[src/rm2aa_pkg.sv]
package rm2aa_pkg;

	// Internal fixed point: quaternion parts at 24 fraction bits fit in 28 signed bits.
	localparam int INT_FRAC     = 24;
	localparam int QW           = 28;
	localparam int SQ_W         = 2 * QW;
	localparam int REM_W        = SQ_W + 2;
	localparam int CORDIC_STEPS = 24;
	localparam int XW           = 32;
	localparam int AW           = 27;
	localparam int DIV_W        = 64;

	// Rotation angle of CORDIC step i in units of 2^-24 rad.
	function automatic logic signed [AW-1:0] atan_step(input int i);
		logic signed [AW-1:0] r;
		case (i)
			0: r = 27'sd13176795;
			1: r = 27'sd7778716;
			2: r = 27'sd4110060;
			3: r = 27'sd2086331;
			4: r = 27'sd1047214;
			5: r = 27'sd524117;
			6: r = 27'sd262123;
			7: r = 27'sd131069;
			default: r = AW'(1) << (INT_FRAC - i);
		endcase
		return r;
	endfunction

endpackage

[src/rm2aa_sqrt_cell.sv]
module rm2aa_sqrt_cell #(
	parameter int K  = 0,
	parameter int TW = 1
) (
	input  logic                            clk,
	input  logic                            arst_n,
	input  logic                            en,
	input  logic                            vld_in,
	input  logic [rm2aa_pkg::REM_W-1:0]     rem_in,
	input  logic [rm2aa_pkg::QW-1:0]        root_in,
	input  logic [TW-1:0]                   tag_in,
	output logic                            vld_out,
	output logic [rm2aa_pkg::REM_W-1:0]     rem_out,
	output logic [rm2aa_pkg::QW-1:0]        root_out,
	output logic [TW-1:0]                   tag_out
);
	import rm2aa_pkg::*;

	logic [REM_W-1:0] trial;
	logic             take;

	// Root bits below K are still zero, so (2r + 2^K) * 2^K is the increase of the square.
	assign trial = (REM_W'(root_in) << (K + 1)) + (REM_W'(1) << (2 * K));
	assign take  = rem_in >= trial;

	always_ff @(posedge clk or negedge arst_n) begin
		if (!arst_n) begin
			vld_out <= 1'b0;
		end else if (en) begin
			vld_out <= vld_in;
		end
	end

	always_ff @(posedge clk) begin
		if (en) begin
			rem_out  <= take ? rem_in - trial : rem_in;
			root_out <= take ? (root_in | (QW'(1) << K)) : root_in;
			tag_out  <= tag_in;
		end
	end

endmodule

[config.mk]
export PLATFORM = sky130hd
export DESIGN_NAME = rm2aa_sqrt_cell
export DESIGN_NICKNAME = d
export VERILOG_FILES = /design/src/rm2aa_pkg.sv /design/src/rm2aa_sqrt_cell.sv
export SDC_FILE = /design/constraint.sdc
export NUM_CORES = 1
export LEC_CHECK = 0
export ABC_CLOCK_PERIOD_IN_PS = 800
export BUFFER_PORTS_ARGS = -buffer_cell sky130_fd_sc_hd__buf_2
export CAP_MARGIN = 20
export CORE_ASPECT_RATIO = 0.7
export CORE_MARGIN = 2
export CORE_UTILIZATION = 30
export DETAILED_ROUTE_END_ITERATION = 12
export PLACE_DENSITY = 0.63
export REMOVE_ABC_BUFFERS = 1
export SETUP_SLACK_MARGIN = 0.15
export SYNTH_ARGS = -nofsm -noshare
export SYNTH_HDL_FRONTEND = slang
export SYNTH_SLANG_ARGS = --single-unit
[constraint.sdc]
create_clock -name clk -period 0.8 [get_ports clk]
set_input_delay 0.16 -clock clk [delete_from_list [all_inputs] [get_ports clk]]
set_output_delay 0.16 -clock clk [all_outputs]
set_load 0.1 [all_outputs]
==> impl_results.md <==
- Via density: approximately 4.9
- Synthesis warning total: 0
- GRT Util Overall: 0.195
- Delay-heaviest family, CP: compound AO/OA/AOI/OAI gates
- CP endpoint kind: flop
- Final worst-path cycle share: 3.33
- Rel. slew slack: 0.682
- Multi-input gate area: approximately 3000 um^2
- First-pass GRT wire length: roughly 30000 um
- H-tree Lvls: 3
- Drt drc: 0
- HPWL after DPL: about 15000 um
- Maximum vdd ir drop: 1.45 mV
- Cell Chain, Critical Path: buf_8 > fa_2 > nand2b_4 > a211o_1 > a211o_1 > a311oi_2 > o211ai_2 > buf_4 > buf_6 > nand2_8 > buf_12 > nand4_1 > xnor2_1
- Die width: approximately 170 um
- Clock Latency Late Sink: between 0.3 and 0.4 ns
- Pins Over Slew Limit: 0
- Layout fillers: 1508
- Status: finished, violations left
- Failing checks: negative hold slack, negative setup slack
- Crit path buf inv count: 4
- Commonest cells after routing, fill and taps aside: buf_4, buf_12, edfxtp_1, buf_2, nor2_1
- CTS buffer count: 9
- Crit path kind: in -> reg
- Die ar.: ~20000 um^2
- Final Non-Filler Cells: 1165
- Via count: approximately 5700
- Final worst clock skew: 0 ns
- Hold Buf Count CTS: 1
- Hold Violations, Final: 5
- Unrepaired setup endpoints after global routing: true
- Number of max-cap violations: 0
- Finished Core Util: 0.577
- Chip height: ~120 um
- Number of distinct library cells after synthesis: ~60
- Setup WS post-layout: -1.87 ns
- Initial Utilization: 0.307
- Top_reg_cell synth: edfxtp_1
- Largest net degree at the start of global routing: 29
- Fin nets: approximately 1000
- I/O pin total: 179
- Layout cells sized above 1: 0.512
- Cell Rows: a little over 40
- Crit-path most repeated cell: a211o_1
- Longest Clk Path Bufs: 2
- Worst path slowest cell: fa_2
- CTS tree: done
- Root Driver: clkbuf_16
- Required time of the critical path: roughly 0.9 ns
- Clk sink count: slightly below 90
- Setup violations, final: 147
- Seq/Total Area, Yosys: 0.475
- Register bit total from synthesis: 88
- Pre-antenna DRT Iters: 5
- Worst-margin pin slew: approximately 0.48 ns
- Fmax: roughly 380 MHz
- Final wirelength: slightly below 20000 um
- Final TNS setup: -133.30 ns
- Crit Path Max Fanout: 6
- Core box area: 18100 um^2
- Remaining antenna violation count: 0
- Initial antenna violation count: 5
- Startpoint class of the critical path: input pin
- Slowest stage delay, CP: between 0.3 and 0.4 ns
- Pwr per Cell Area: about 1900 nW/um^2
- GP Congestion: 0.923
- Leakage power: 4.53 nW
- Dpl cells: approximately 1100
- Synth Area per Inst: about 10 um^2
- Syn Inst Count: 549
- Syn Std Cell Area: about 5600 um^2
- Register area: approximately 2600 um^2
- Initial DRC Count: 474
- Crit path DAT: between 2 and 3 ns
- WL/cell: about 17 um
- Vias in the first global route: between 5000 and 6000
- Area Overhead vs Synth: 87.9%
- Gr ovfl total: 0
- Buffers on Ports: 178
- Post-synth EDFFs: a little under 90
- Tmin final: around 2.7 ns
- HP Class: in -> reg
- Commonest non-fill, non-tap cell in the layout: buf_4
- Hold_ws: -0.00773 ns
- Reg clk slew, reported paths: ~0.060 ns
- Async S/R FF share, synth: 0.0114
## registers in the layout, indices dropped and copies added (netlist names)
name	flops
vld_out	1
tag_out	1
rem_out	58
root_out	28
## where the power goes
| part | leakage (nW) | internal, mW | switching [mW] | total, mW |
|---|---|---|---|---|
| clock network | 0.150 | 2.74 | 1.81 | 4.55 |
| registers | 0.864 | 5.72 | 0.419 | 6.14 |
| logic | 3.51 | 3.61 | 5.55 | 9.16 |
| total | 4.53 | 12.1 | 7.78 | 19.8 |
## per-layer routing
layer | global-route usage | wire [um] | vias to the layer above
met5 | 0 | 13 | -
met4 | 0.0442 | 219 | 2
met3 | 0.0713 | 1900 | 21
met2 | 0.276 | 8360 | 230
met1 | 0.280 | 9280 | 2696
li1 | - | - | 2775
## synthesized netlist by cell type, drive strengths merged (3+ instances only)
cell type | n | area, um^2
a2111oi | 3 | 45.1
a211oi | 5 | 42.5
a21boi | 4 | 30.0
a21o | 7 | 52.6
a21oi | 63 | 315
and3 | 4 | 25.0
buf | 5 | 50.0
clkbuf | 11 | 41.3
edfxtp | 87 | 2610
ha | 29 | 363
inv | 36 | 135
nand2 | 33 | 126
nand2b | 4 | 25.0
nand3 | 26 | 130
nand4 | 16 | 100
nor2 | 63 | 236
nor2b | 4 | 25.0
nor3 | 11 | 66.3
nor4 | 12 | 96.3
o211ai | 3 | 27.5
o21a | 5 | 37.5
o21ai | 23 | 115
o21bai | 4 | 30.0
or3 | 4 | 30.0
or4 | 5 | 41.3
xnor2 | 41 | 359
xor2 | 14 | 123
## cell type report
class | count | share of cell area
diodes | 2 | 0.000480
inverters | 36 | 0.0130
repair buffers | 378 | 0.382
clock inverters | 5 | 0.00780
clock buffers | 11 | 0.0223
multi-input cells | 409 | 0.293
flip-flops and latches | 88 | 0.253
well taps | 236 | 0.0283
## through the flow
stage	instance area, um^2	total power [mW]	hold slack, ns	worst slack, ns
after global placement	9390	14.9	-0.0655	-2.34
after floorplan	5460	11.0	-0.136	-2.40
after detailed placement	9390	15.0	-0.0602	-2.43
final	10400	19.8	-0.00773	-1.87
after CTS	10000	19.7	-0.0173	-1.79
after global routing	10400	20.6	-0.0227	-1.98
## kinds of logic (layout without fill, tap and decap cells)
logic type	Yosys count	count (layout)	share of synthesized area
AO/OA/AOI/OAI	132	132	0.151
XOR/XNOR	55	55	0.0868
adder cells (fa/ha/maj)	30	30	0.0690
buffers and inverters	52	430	0.0408
flip-flops	88	88	0.475
multiplexers	2	2	0.00406
other	0	2	0
AND/OR/NAND/NOR	190	190	0.174
## worst paths after layout
path,from,end,slack [ns],cells after the start
min reg2reg,vld_out$_DFFE_PN0P_,vld_out$_DFFE_PN0P_,0.59,1
max,root_in[0],rem_out[35]$_DFFE_PP_,-1.87,13
min in group asynchronous,arst_n,vld_out$_DFFE_PN0P_,0.11,2
min,tag_in,tag_out$_DFFE_PP_,-0.008,1
max in group asynchronous,arst_n,vld_out$_DFFE_PN0P_,0.61,2
max reg2reg,vld_out$_DFFE_PN0P_,vld_out$_DFFE_PN0P_,0.01,1
## repair_timing
action / 4_1_cts / 5_1_grt
endpoints found under the setup margin: 148 / 148
setup buffers: 7 / 4
pin swaps: 23 / 7
gates resized for setup: 44 / 59
cloned: 2 / 5
endpoints found under the hold margin: 15 / 11
Power figures use the tool's default switching activity.
