## src/rm2aa_pkg.sv

```systemverilog
package rm2aa_pkg;

	// Internal fixed point: quaternion parts at 24 fraction bits fit in 28 signed bits.
	localparam int INT_FRAC     = 24;
	localparam int QW           = 28;
	localparam int SQ_W         = 2 * QW;
	localparam int REM_W        = SQ_W + 2;
	localparam int CORDIC_STEPS = 24;
	localparam int XW           = 32;
	localparam int AW           = 27;
	localparam int DIV_W        = 64;

	// Rotation angle of CORDIC step i in units of 2^-24 rad.
	function automatic logic signed [AW-1:0] atan_step(input int i);
		logic signed [AW-1:0] r;
		case (i)
			0: r = 27'sd13176795;
			1: r = 27'sd7778716;
			2: r = 27'sd4110060;
			3: r = 27'sd2086331;
			4: r = 27'sd1047214;
			5: r = 27'sd524117;
			6: r = 27'sd262123;
			7: r = 27'sd131069;
			default: r = AW'(1) << (INT_FRAC - i);
		endcase
		return r;
	endfunction

endpackage

```

## src/rm2aa_cordic_cell.sv

```systemverilog
module rm2aa_cordic_cell #(
	parameter int I  = 0,
	parameter int TW = 1
) (
	input  logic                               clk,
	input  logic                               arst_n,
	input  logic                               en,
	input  logic                               vld_in,
	input  logic signed [rm2aa_pkg::XW-1:0]    x_in,
	input  logic signed [rm2aa_pkg::XW-1:0]    y_in,
	input  logic signed [rm2aa_pkg::AW-1:0]    a_in,
	input  logic [TW-1:0]                      tag_in,
	output logic                               vld_out,
	output logic signed [rm2aa_pkg::XW-1:0]    x_out,
	output logic signed [rm2aa_pkg::XW-1:0]    y_out,
	output logic signed [rm2aa_pkg::AW-1:0]    a_out,
	output logic [TW-1:0]                      tag_out
);
	import rm2aa_pkg::*;

	localparam logic signed [AW-1:0] STEP = atan_step(I);

	logic signed [XW-1:0] dx, dy;

	assign dx = y_in >>> I;
	assign dy = x_in >>> I;

	always_ff @(posedge clk or negedge arst_n) begin
		if (!arst_n) begin
			vld_out <= 1'b0;
		end else if (en) begin
			vld_out <= vld_in;
		end
	end

	always_ff @(posedge clk) begin
		if (en) begin
			if (!y_in[XW-1]) begin
				x_out <= x_in + dx;
				y_out <= y_in - dy;
				a_out <= a_in + STEP;
			end else begin
				x_out <= x_in - dx;
				y_out <= y_in + dy;
				a_out <= a_in - STEP;
			end
			tag_out <= tag_in;
		end
	end

endmodule

```

## config.mk

```make
export PLATFORM = sky130hd
export DESIGN_NAME = rm2aa_cordic_cell
export DESIGN_NICKNAME = d
export VERILOG_FILES = /design/src/rm2aa_pkg.sv /design/src/rm2aa_cordic_cell.sv
export SDC_FILE = /design/constraint.sdc
export NUM_CORES = 1
export LEC_CHECK = 0
export BUFFER_PORTS_ARGS = -buffer_cell sky130_fd_sc_hd__buf_2
export CAP_MARGIN = 20
export CORE_ASPECT_RATIO = 0.9
export CORE_UTILIZATION = 40
export CTS_CLUSTER_DIAMETER = 80
export CTS_CLUSTER_SIZE = 14
export DETAILED_ROUTE_END_ITERATION = 6
export PLACE_DENSITY = 0.68
export SLEW_MARGIN = 20
export SYNTH_ARGS = -nofsm -noshare
export SYNTH_HDL_FRONTEND = slang
export SYNTH_SLANG_ARGS = --single-unit
```

## constraint.sdc

```tcl
create_clock -name clk -period 1 [get_ports clk]
set_clock_uncertainty 0.15 [all_clocks]
set_input_delay 0.2 -clock clk [delete_from_list [all_inputs] [get_ports clk]]
set_output_delay 0.2 -clock clk [all_outputs]
set_load 0.05 [all_outputs]
```

==> results of run 1 <==
==> layer usage <==
metal  vias to the layer above  wire length [microns]
met5                         -                      0
met4                         0                   1410
met3                       135                   2740
met2                       601                  19000
met1                      5214                  15200
li1                       5006                      -
==> where the power goes <==
group / internal (uW) / switching, uW / leakage [uW] / total [uW]
Combinational: 5720 / 6930 / 0.00671 / 12700
Clock: 1700 / 1670 / 0.000136 / 3370
Sequential: 5140 / 368 / 0.000901 / 5500
==> through the flow <==
| step | area, sq um | instances | power, uW | setup slack (ns) | hold WS [ns] |
|---|---|---|---|---|---|
| after floorplan | 10200 | 1054 | 11500 | -1.90 | -0.246 |
| after global placement | 14000 | 1866 | 15000 | -2.03 | -0.176 |
| after detailed placement | 14000 | 1866 | 15200 | -2.04 | -0.173 |
| after CTS | 16200 | 1919 | 20300 | -1.53 | -0.0776 |
| after global routing | 17200 | 1953 | 22300 | -1.69 | -0.0750 |
| final | 17200 | 1953 | 21500 | -1.61 | -0.0772 |
==> repair_timing <==
action                                 4_1_cts  5_1_grt
buffers inserted                            40       49
setup endpoints to repair                  180      180
pin swaps                                  121      113
gates resized for setup                    406      160
cloned                                       1        0
endpoints found under the hold margin        3        2
==> cells by family (layout without fill, tap and decap cells) <==
logic type                 after synthesis  count (layout)  synth area share, %
DFF                                     92              92                 29.4
and+or+nand+nor                        236             236                 12.6
AOI/OAI and AO/OA                      351             351                 24.4
buffers and inverters                  142             744                 6.12
xor gates and xnor gates                84              84                 7.84
muxes                                   20              20                 2.16
adders and majority gates              129             129                 17.4
==> area by class of cell <==
class                      count  area, sq um  area share, %
inverter                     102          500           2.91
sequential                    92         2760           16.1
tap                          297          372           2.16
multi-input combinational    820         7820           45.5
timing repair buffer         626         5440           31.7
clock buffer                   9          225           1.31
clock inverter                 7         52.6          0.306
==> cells in the final DEF (no fill, tap or decap), drive strengths merged, types with 5 or more instances in the layout <==
master,instances
nor2b,13
ha,126
nand3,15
nand4,9
o211ai,14
nand2b,13
inv,100
o22ai,7
a21o,30
a21oi,121
edfxtp,91
or2,7
a211o,9
and3,5
buf,623
xor2,22
mux2i,18
nor3,28
o31ai,6
a211oi,8
nand2,45
o21a,14
a31oi,8
clkinv,8
o21bai,20
or3,5
xnor2,62
nor2,76
nor4,5
o21ai,69
a221o,5
a2111oi,7
clkbuf,9
==> registers in the layout, summed over array words and instances (netlist names) <==
register  count
x_out        31
a_out        27
vld_out       1
tag_out       1
y_out        32
==> final timing paths <==
kind,to,cells after the start
setup reg to reg,vld_out,1
min in group asynchronous,vld_out,3
setup / recovery,y_out[25],12
hold / removal,vld_out,2
max in group asynchronous,vld_out,3
hold reg to reg,vld_out,1
==> flow_summary.ini, run 1 <==
[detailed_routing]
vias = 11000
drt_iter0_drc = 1201
routed_via_density = 5.61
ant_nets = 0
drt-total-wl_microns = 38400
drt_first_pass_iters = 5
drc_errors = 0
wire_per_inst_microns = 19.6

[grt]
grt_use_met3_pct = 3.70
grt_start_max_net_pins = 38
grt_overflow = 0
met2_usage_pct = 49.3
grt_pass1_wl_microns = 54400
busiest_layer = met2
grt_use_met1_pct = 36.9
antenna_found_initial = 0
grt_use_total_pct = 28.5
grt_pass1_vias = 10700

[setup_path]
cp.required_ns = 0.97
end_kind = flop
critPathSlowestCell = a221o_2
critPathKind = in -> reg
crit_chain = buf_8, buf_4, buf_4, ha_1, o21ai_2, o211ai_1, a31o_1, a221o_2, a21oi_4, o21ai_2, o21ba_1, xnor2_1
critPathLaunch = x_in[10]
worstSetupStartpointType = input pin
crit_family = compound AO/OA/AOI/OAI gates
max_stage_delay_ns = 0.51
r2r_start = vld_out
arrival_ns = 2.58
cp_num_buf_inv = 3
r2r_slack_ns = 0.08
crit_fanout = 4

[clocking]
cts_tree = yes
cts_made_buffers = 9
clk_latency_ns = 0.36
ctsHoldBuffers = 3
path_clk_slew_ns = 0.08
cts.sinks = 92
cts_buffer_depth = 2
htree_levels = 3
ctsRootBufferMaster = clkbuf_16

[floorplan]
core_sq_mm = 0.0228
fp.dieArea_sq_mm = 0.0241
fp.dieW_microns = 163
start_util_pct = 41.2
io_pins = 189
fp.dieH_microns = 147
num_rows = 52

[yosys]
seq_area_frac_synth_pct = 29.4
synth_area_leaders = edfxtp_1 (29%), ha_1 (17%), a21oi_1 (6.3%)
yosysMostFrequentCell = ha_1
syn_nets = 1279
ys_ff_latch = 92
synth_area_sq_mm = 0.00939
syn_avg_cell_area_sq_um = 8.91
yosys.area.top_type = edfxtp_1
synthCells = 1054
ys_async_sr_fraction_pct = 1.09
ys_warn_count = 0
synth_common_cells = ha_1 (126), a21oi_1 (119), edfxtp_1 (91), inv_1 (91), nor2_1 (76)
synthFlopType = edfxtp_1
synth_edf_count = 91
ys_types = 82
synthDominantCellAreaShare_pct = 29.1

[timing]
tightest_slew_ns = 0.512
layout_min_cycle_time_ns = 2.61
timing.hold.ws_ns = -0.0772
rsz0062_at_grt = yes
drv_slew = 0
setup_tns_ns = -126.75
setup-violations-final = 180
slew_headroom_pct = 65.5
fin_crit_sh_pct = 261
postLayoutSetupSlackWorst_ns = -1.61
max_freq_mhz = 383
finalHoldViolCount = 2

[pwr]
power_density_mw_per_mm2 = 1250
ir_drop_mv = 1.00
leakage_uw = 0.00775

[cells_and_area]
num-nets-final = 1876
area_growth_pct = 82.9
post-route-util_pct = 75.4
diodes = 0
n_fill_cell = 1401
layout-drive-gt1-share_pct = 56.3

[placed_design]
io_buffers = 188
hpwl_microns = 25300
gp_congestion = 0.919

[run_status]
violations = hold timing, setup timing
status = complete, but fails checks

[worst_hold_path]
hold_start = vld_in
hold_class = in -> reg

[run]
drv_cap = 0
(Power assumes the default switching activity.)
==> run 2, diff against run 1 <==
==> constraint.sdc (replaced) <==
create_clock -name clk -period 1 [get_ports clk]
set_clock_uncertainty 0.15 [all_clocks]
set_input_delay 0.1 -clock clk [delete_from_list [all_inputs] [get_ports clk]]
set_output_delay 0.1 -clock clk [all_outputs]
set_load 0.05 [all_outputs]
==> flow_summary.ini, run 2 (synthesis gave the netlist of run 1 again) <==
[run_status]
status = complete, but fails checks
violations = hold timing, setup timing

[grt]
grt_start_max_net_pins = 38
grt_use_total_pct = 30.7
grt_pass1_wl_microns = 57900
grt_pass1_vias = 11200
grt_overflow = 0
antenna_found_initial = 0

[detailed_routing]
wire_per_inst_microns = 21.8
drt_iter0_drc = 1210
drc_errors = 0
drt_first_pass_iters = 5
vias = 11400
drt-total-wl_microns = 42900
routed_via_density = 5.82
ant_nets = 0

[cells_and_area]
diodes = 0
final_cells = 1965
layout-drive-gt1-share_pct = 58.0
register_area_sq_mm = 0.00276
multi_input_area_sq_mm = 0.00804
layout_common_cells = buf_4 (364), buf_6 (171), edfxtp_1 (91), ha_1 (82), inv_1 (70)
largestRegisters = y_out (32), x_out (31), a_out (27)
area_growth_pct = 87.5
n_fill_cell = 1369
largest_reg_flops = 32
regMostFlops = y_out
num-nets-final = 1888
final_common_cell = buf_4

[setup_path]
arrival_ns = 2.51
critPathKind = in -> reg
cp.required_ns = 0.96
worstSetupStartpointType = input pin
crit_fanout = 6
end_kind = flop

[pwr]
ir_drop_mv = 1.08
p_total_uw = 22300
power_density_mw_per_mm2 = 1270
leakage_uw = 0.00789

[floorplan]
fp.dieH_microns = 147
start_util_pct = 41.2
fp.dieArea_sq_mm = 0.0241
io_pins = 189
core_sq_mm = 0.0228
num_rows = 52
fp.dieW_microns = 163

[clocking]
cts.sinks = 92
htree_levels = 3
cts_made_buffers = 9
cts_buffer_depth = 2
ctsHoldBuffers = 6
path_clk_slew_ns = 0.08
cts_tree = yes
clk_latency_ns = 0.37
ctsRootBufferMaster = clkbuf_16

[timing]
max_freq_mhz = 393
postLayoutSetupSlackWorst_ns = -1.55
finalHoldViolCount = 2
slew_headroom_pct = 59.5
fin_crit_sh_pct = 255
tightest_slew_ns = 0.601
rsz0062_at_grt = yes
setup-violations-final = 181
layout_min_cycle_time_ns = 2.55
drv_slew = 0
setup_tns_ns = -110.46
timing.hold.ws_ns = -0.0325

[placed_design]
io_buffers = 188
dp_slack_ns = -1.91
hpwl_microns = 25000
gp_congestion = 0.947
post-place-cells = 1857

[run]
drv_cap = 0

[worst_hold_path]
hold_class = in -> reg
==> run 2: layout make-up <==
class	count	area share, %
Clock buffer	9	1.28
Clock inverter	7	0.320
Inverter	102	2.83
Multi-Input combinational cell	820	45.7
Sequential cell	92	15.7
Tap cell	297	2.11
Timing Repair Buffer	638	32.1
==> run 2: routing by layer <==
| metal | GRT usage (%) | part of all wire [%] | vias to the layer above |
|---|---|---|---|
| li1 | - | - | 5033 |
| met4 | 12.4 | 5.8 | 0 |
| met2 | 53.3 | 48 | 733 |
| met3 | 4.91 | 7.4 | 224 |
| met5 | 0 | 0 | - |
| met1 | 37.6 | 38 | 5451 |
==> run 2: what timing repair did <==
action / 4_1_cts / 5_1_grt
hold endpoints to repair: 8 / 2
resized for setup: 486 / 152
setup buffers: 63 / 48
pin swaps: 182 / 155
cloned: 3 / 0
setup endpoints to repair: 180 / 180
==> run 2: worst paths after layout <==
check | from | cells past startpoint | slack [ns] | end
setup / recovery | x_in[9] | 15 | -1.55 | y_out[30]
hold / removal | a_in[1] | 2 | -0.03 | a_out[1]
setup reg to reg | vld_out | 1 | 0.06 | vld_out
hold reg to reg | vld_out | 1 | 0.40 | vld_out
max in group asynchronous | arst_n | 3 | 0.19 | vld_out
min in group asynchronous | arst_n | 3 | 0.40 | vld_out
==> run 2: power breakdown <==
part / leakage (uW) / switching (uW) / internal [uW]
sequential: 0.000901 / 392 / 5140
combinational: 0.00685 / 7270 / 5920
clock: 0.000142 / 1840 / 1730
total: 0.00789 / 9510 / 12800
==> run 2: stage by stage <==
step           hold slack, ns  cell area, sq um  utilization (%)
5_1_grt               -0.0296             17600             77.3
4_1_cts               -0.0137             16700             73.3
3_3_place_gp           -0.275             14000             61.3
6_report              -0.0325             17600             77.3
3_5_place_dp           -0.270             14000             61.3
2_1_floorplan          -0.346             10200                -
==> run 2: worst max-delay path, stage by stage <==
cell and delay (ns):
buf_12 0.09, inv_12 0.03, ha_4 0.28, buf_12 0.13
buf_8 0.11, inv_1 0.05, a21oi_1 0.30, a21o_1 0.26
a31oi_4 0.13, or2_4 0.31, a31oi_4 0.27, o21ai_2 0.12
buf_6 0.14, a21oi_2 0.12, xnor2_1 0.07
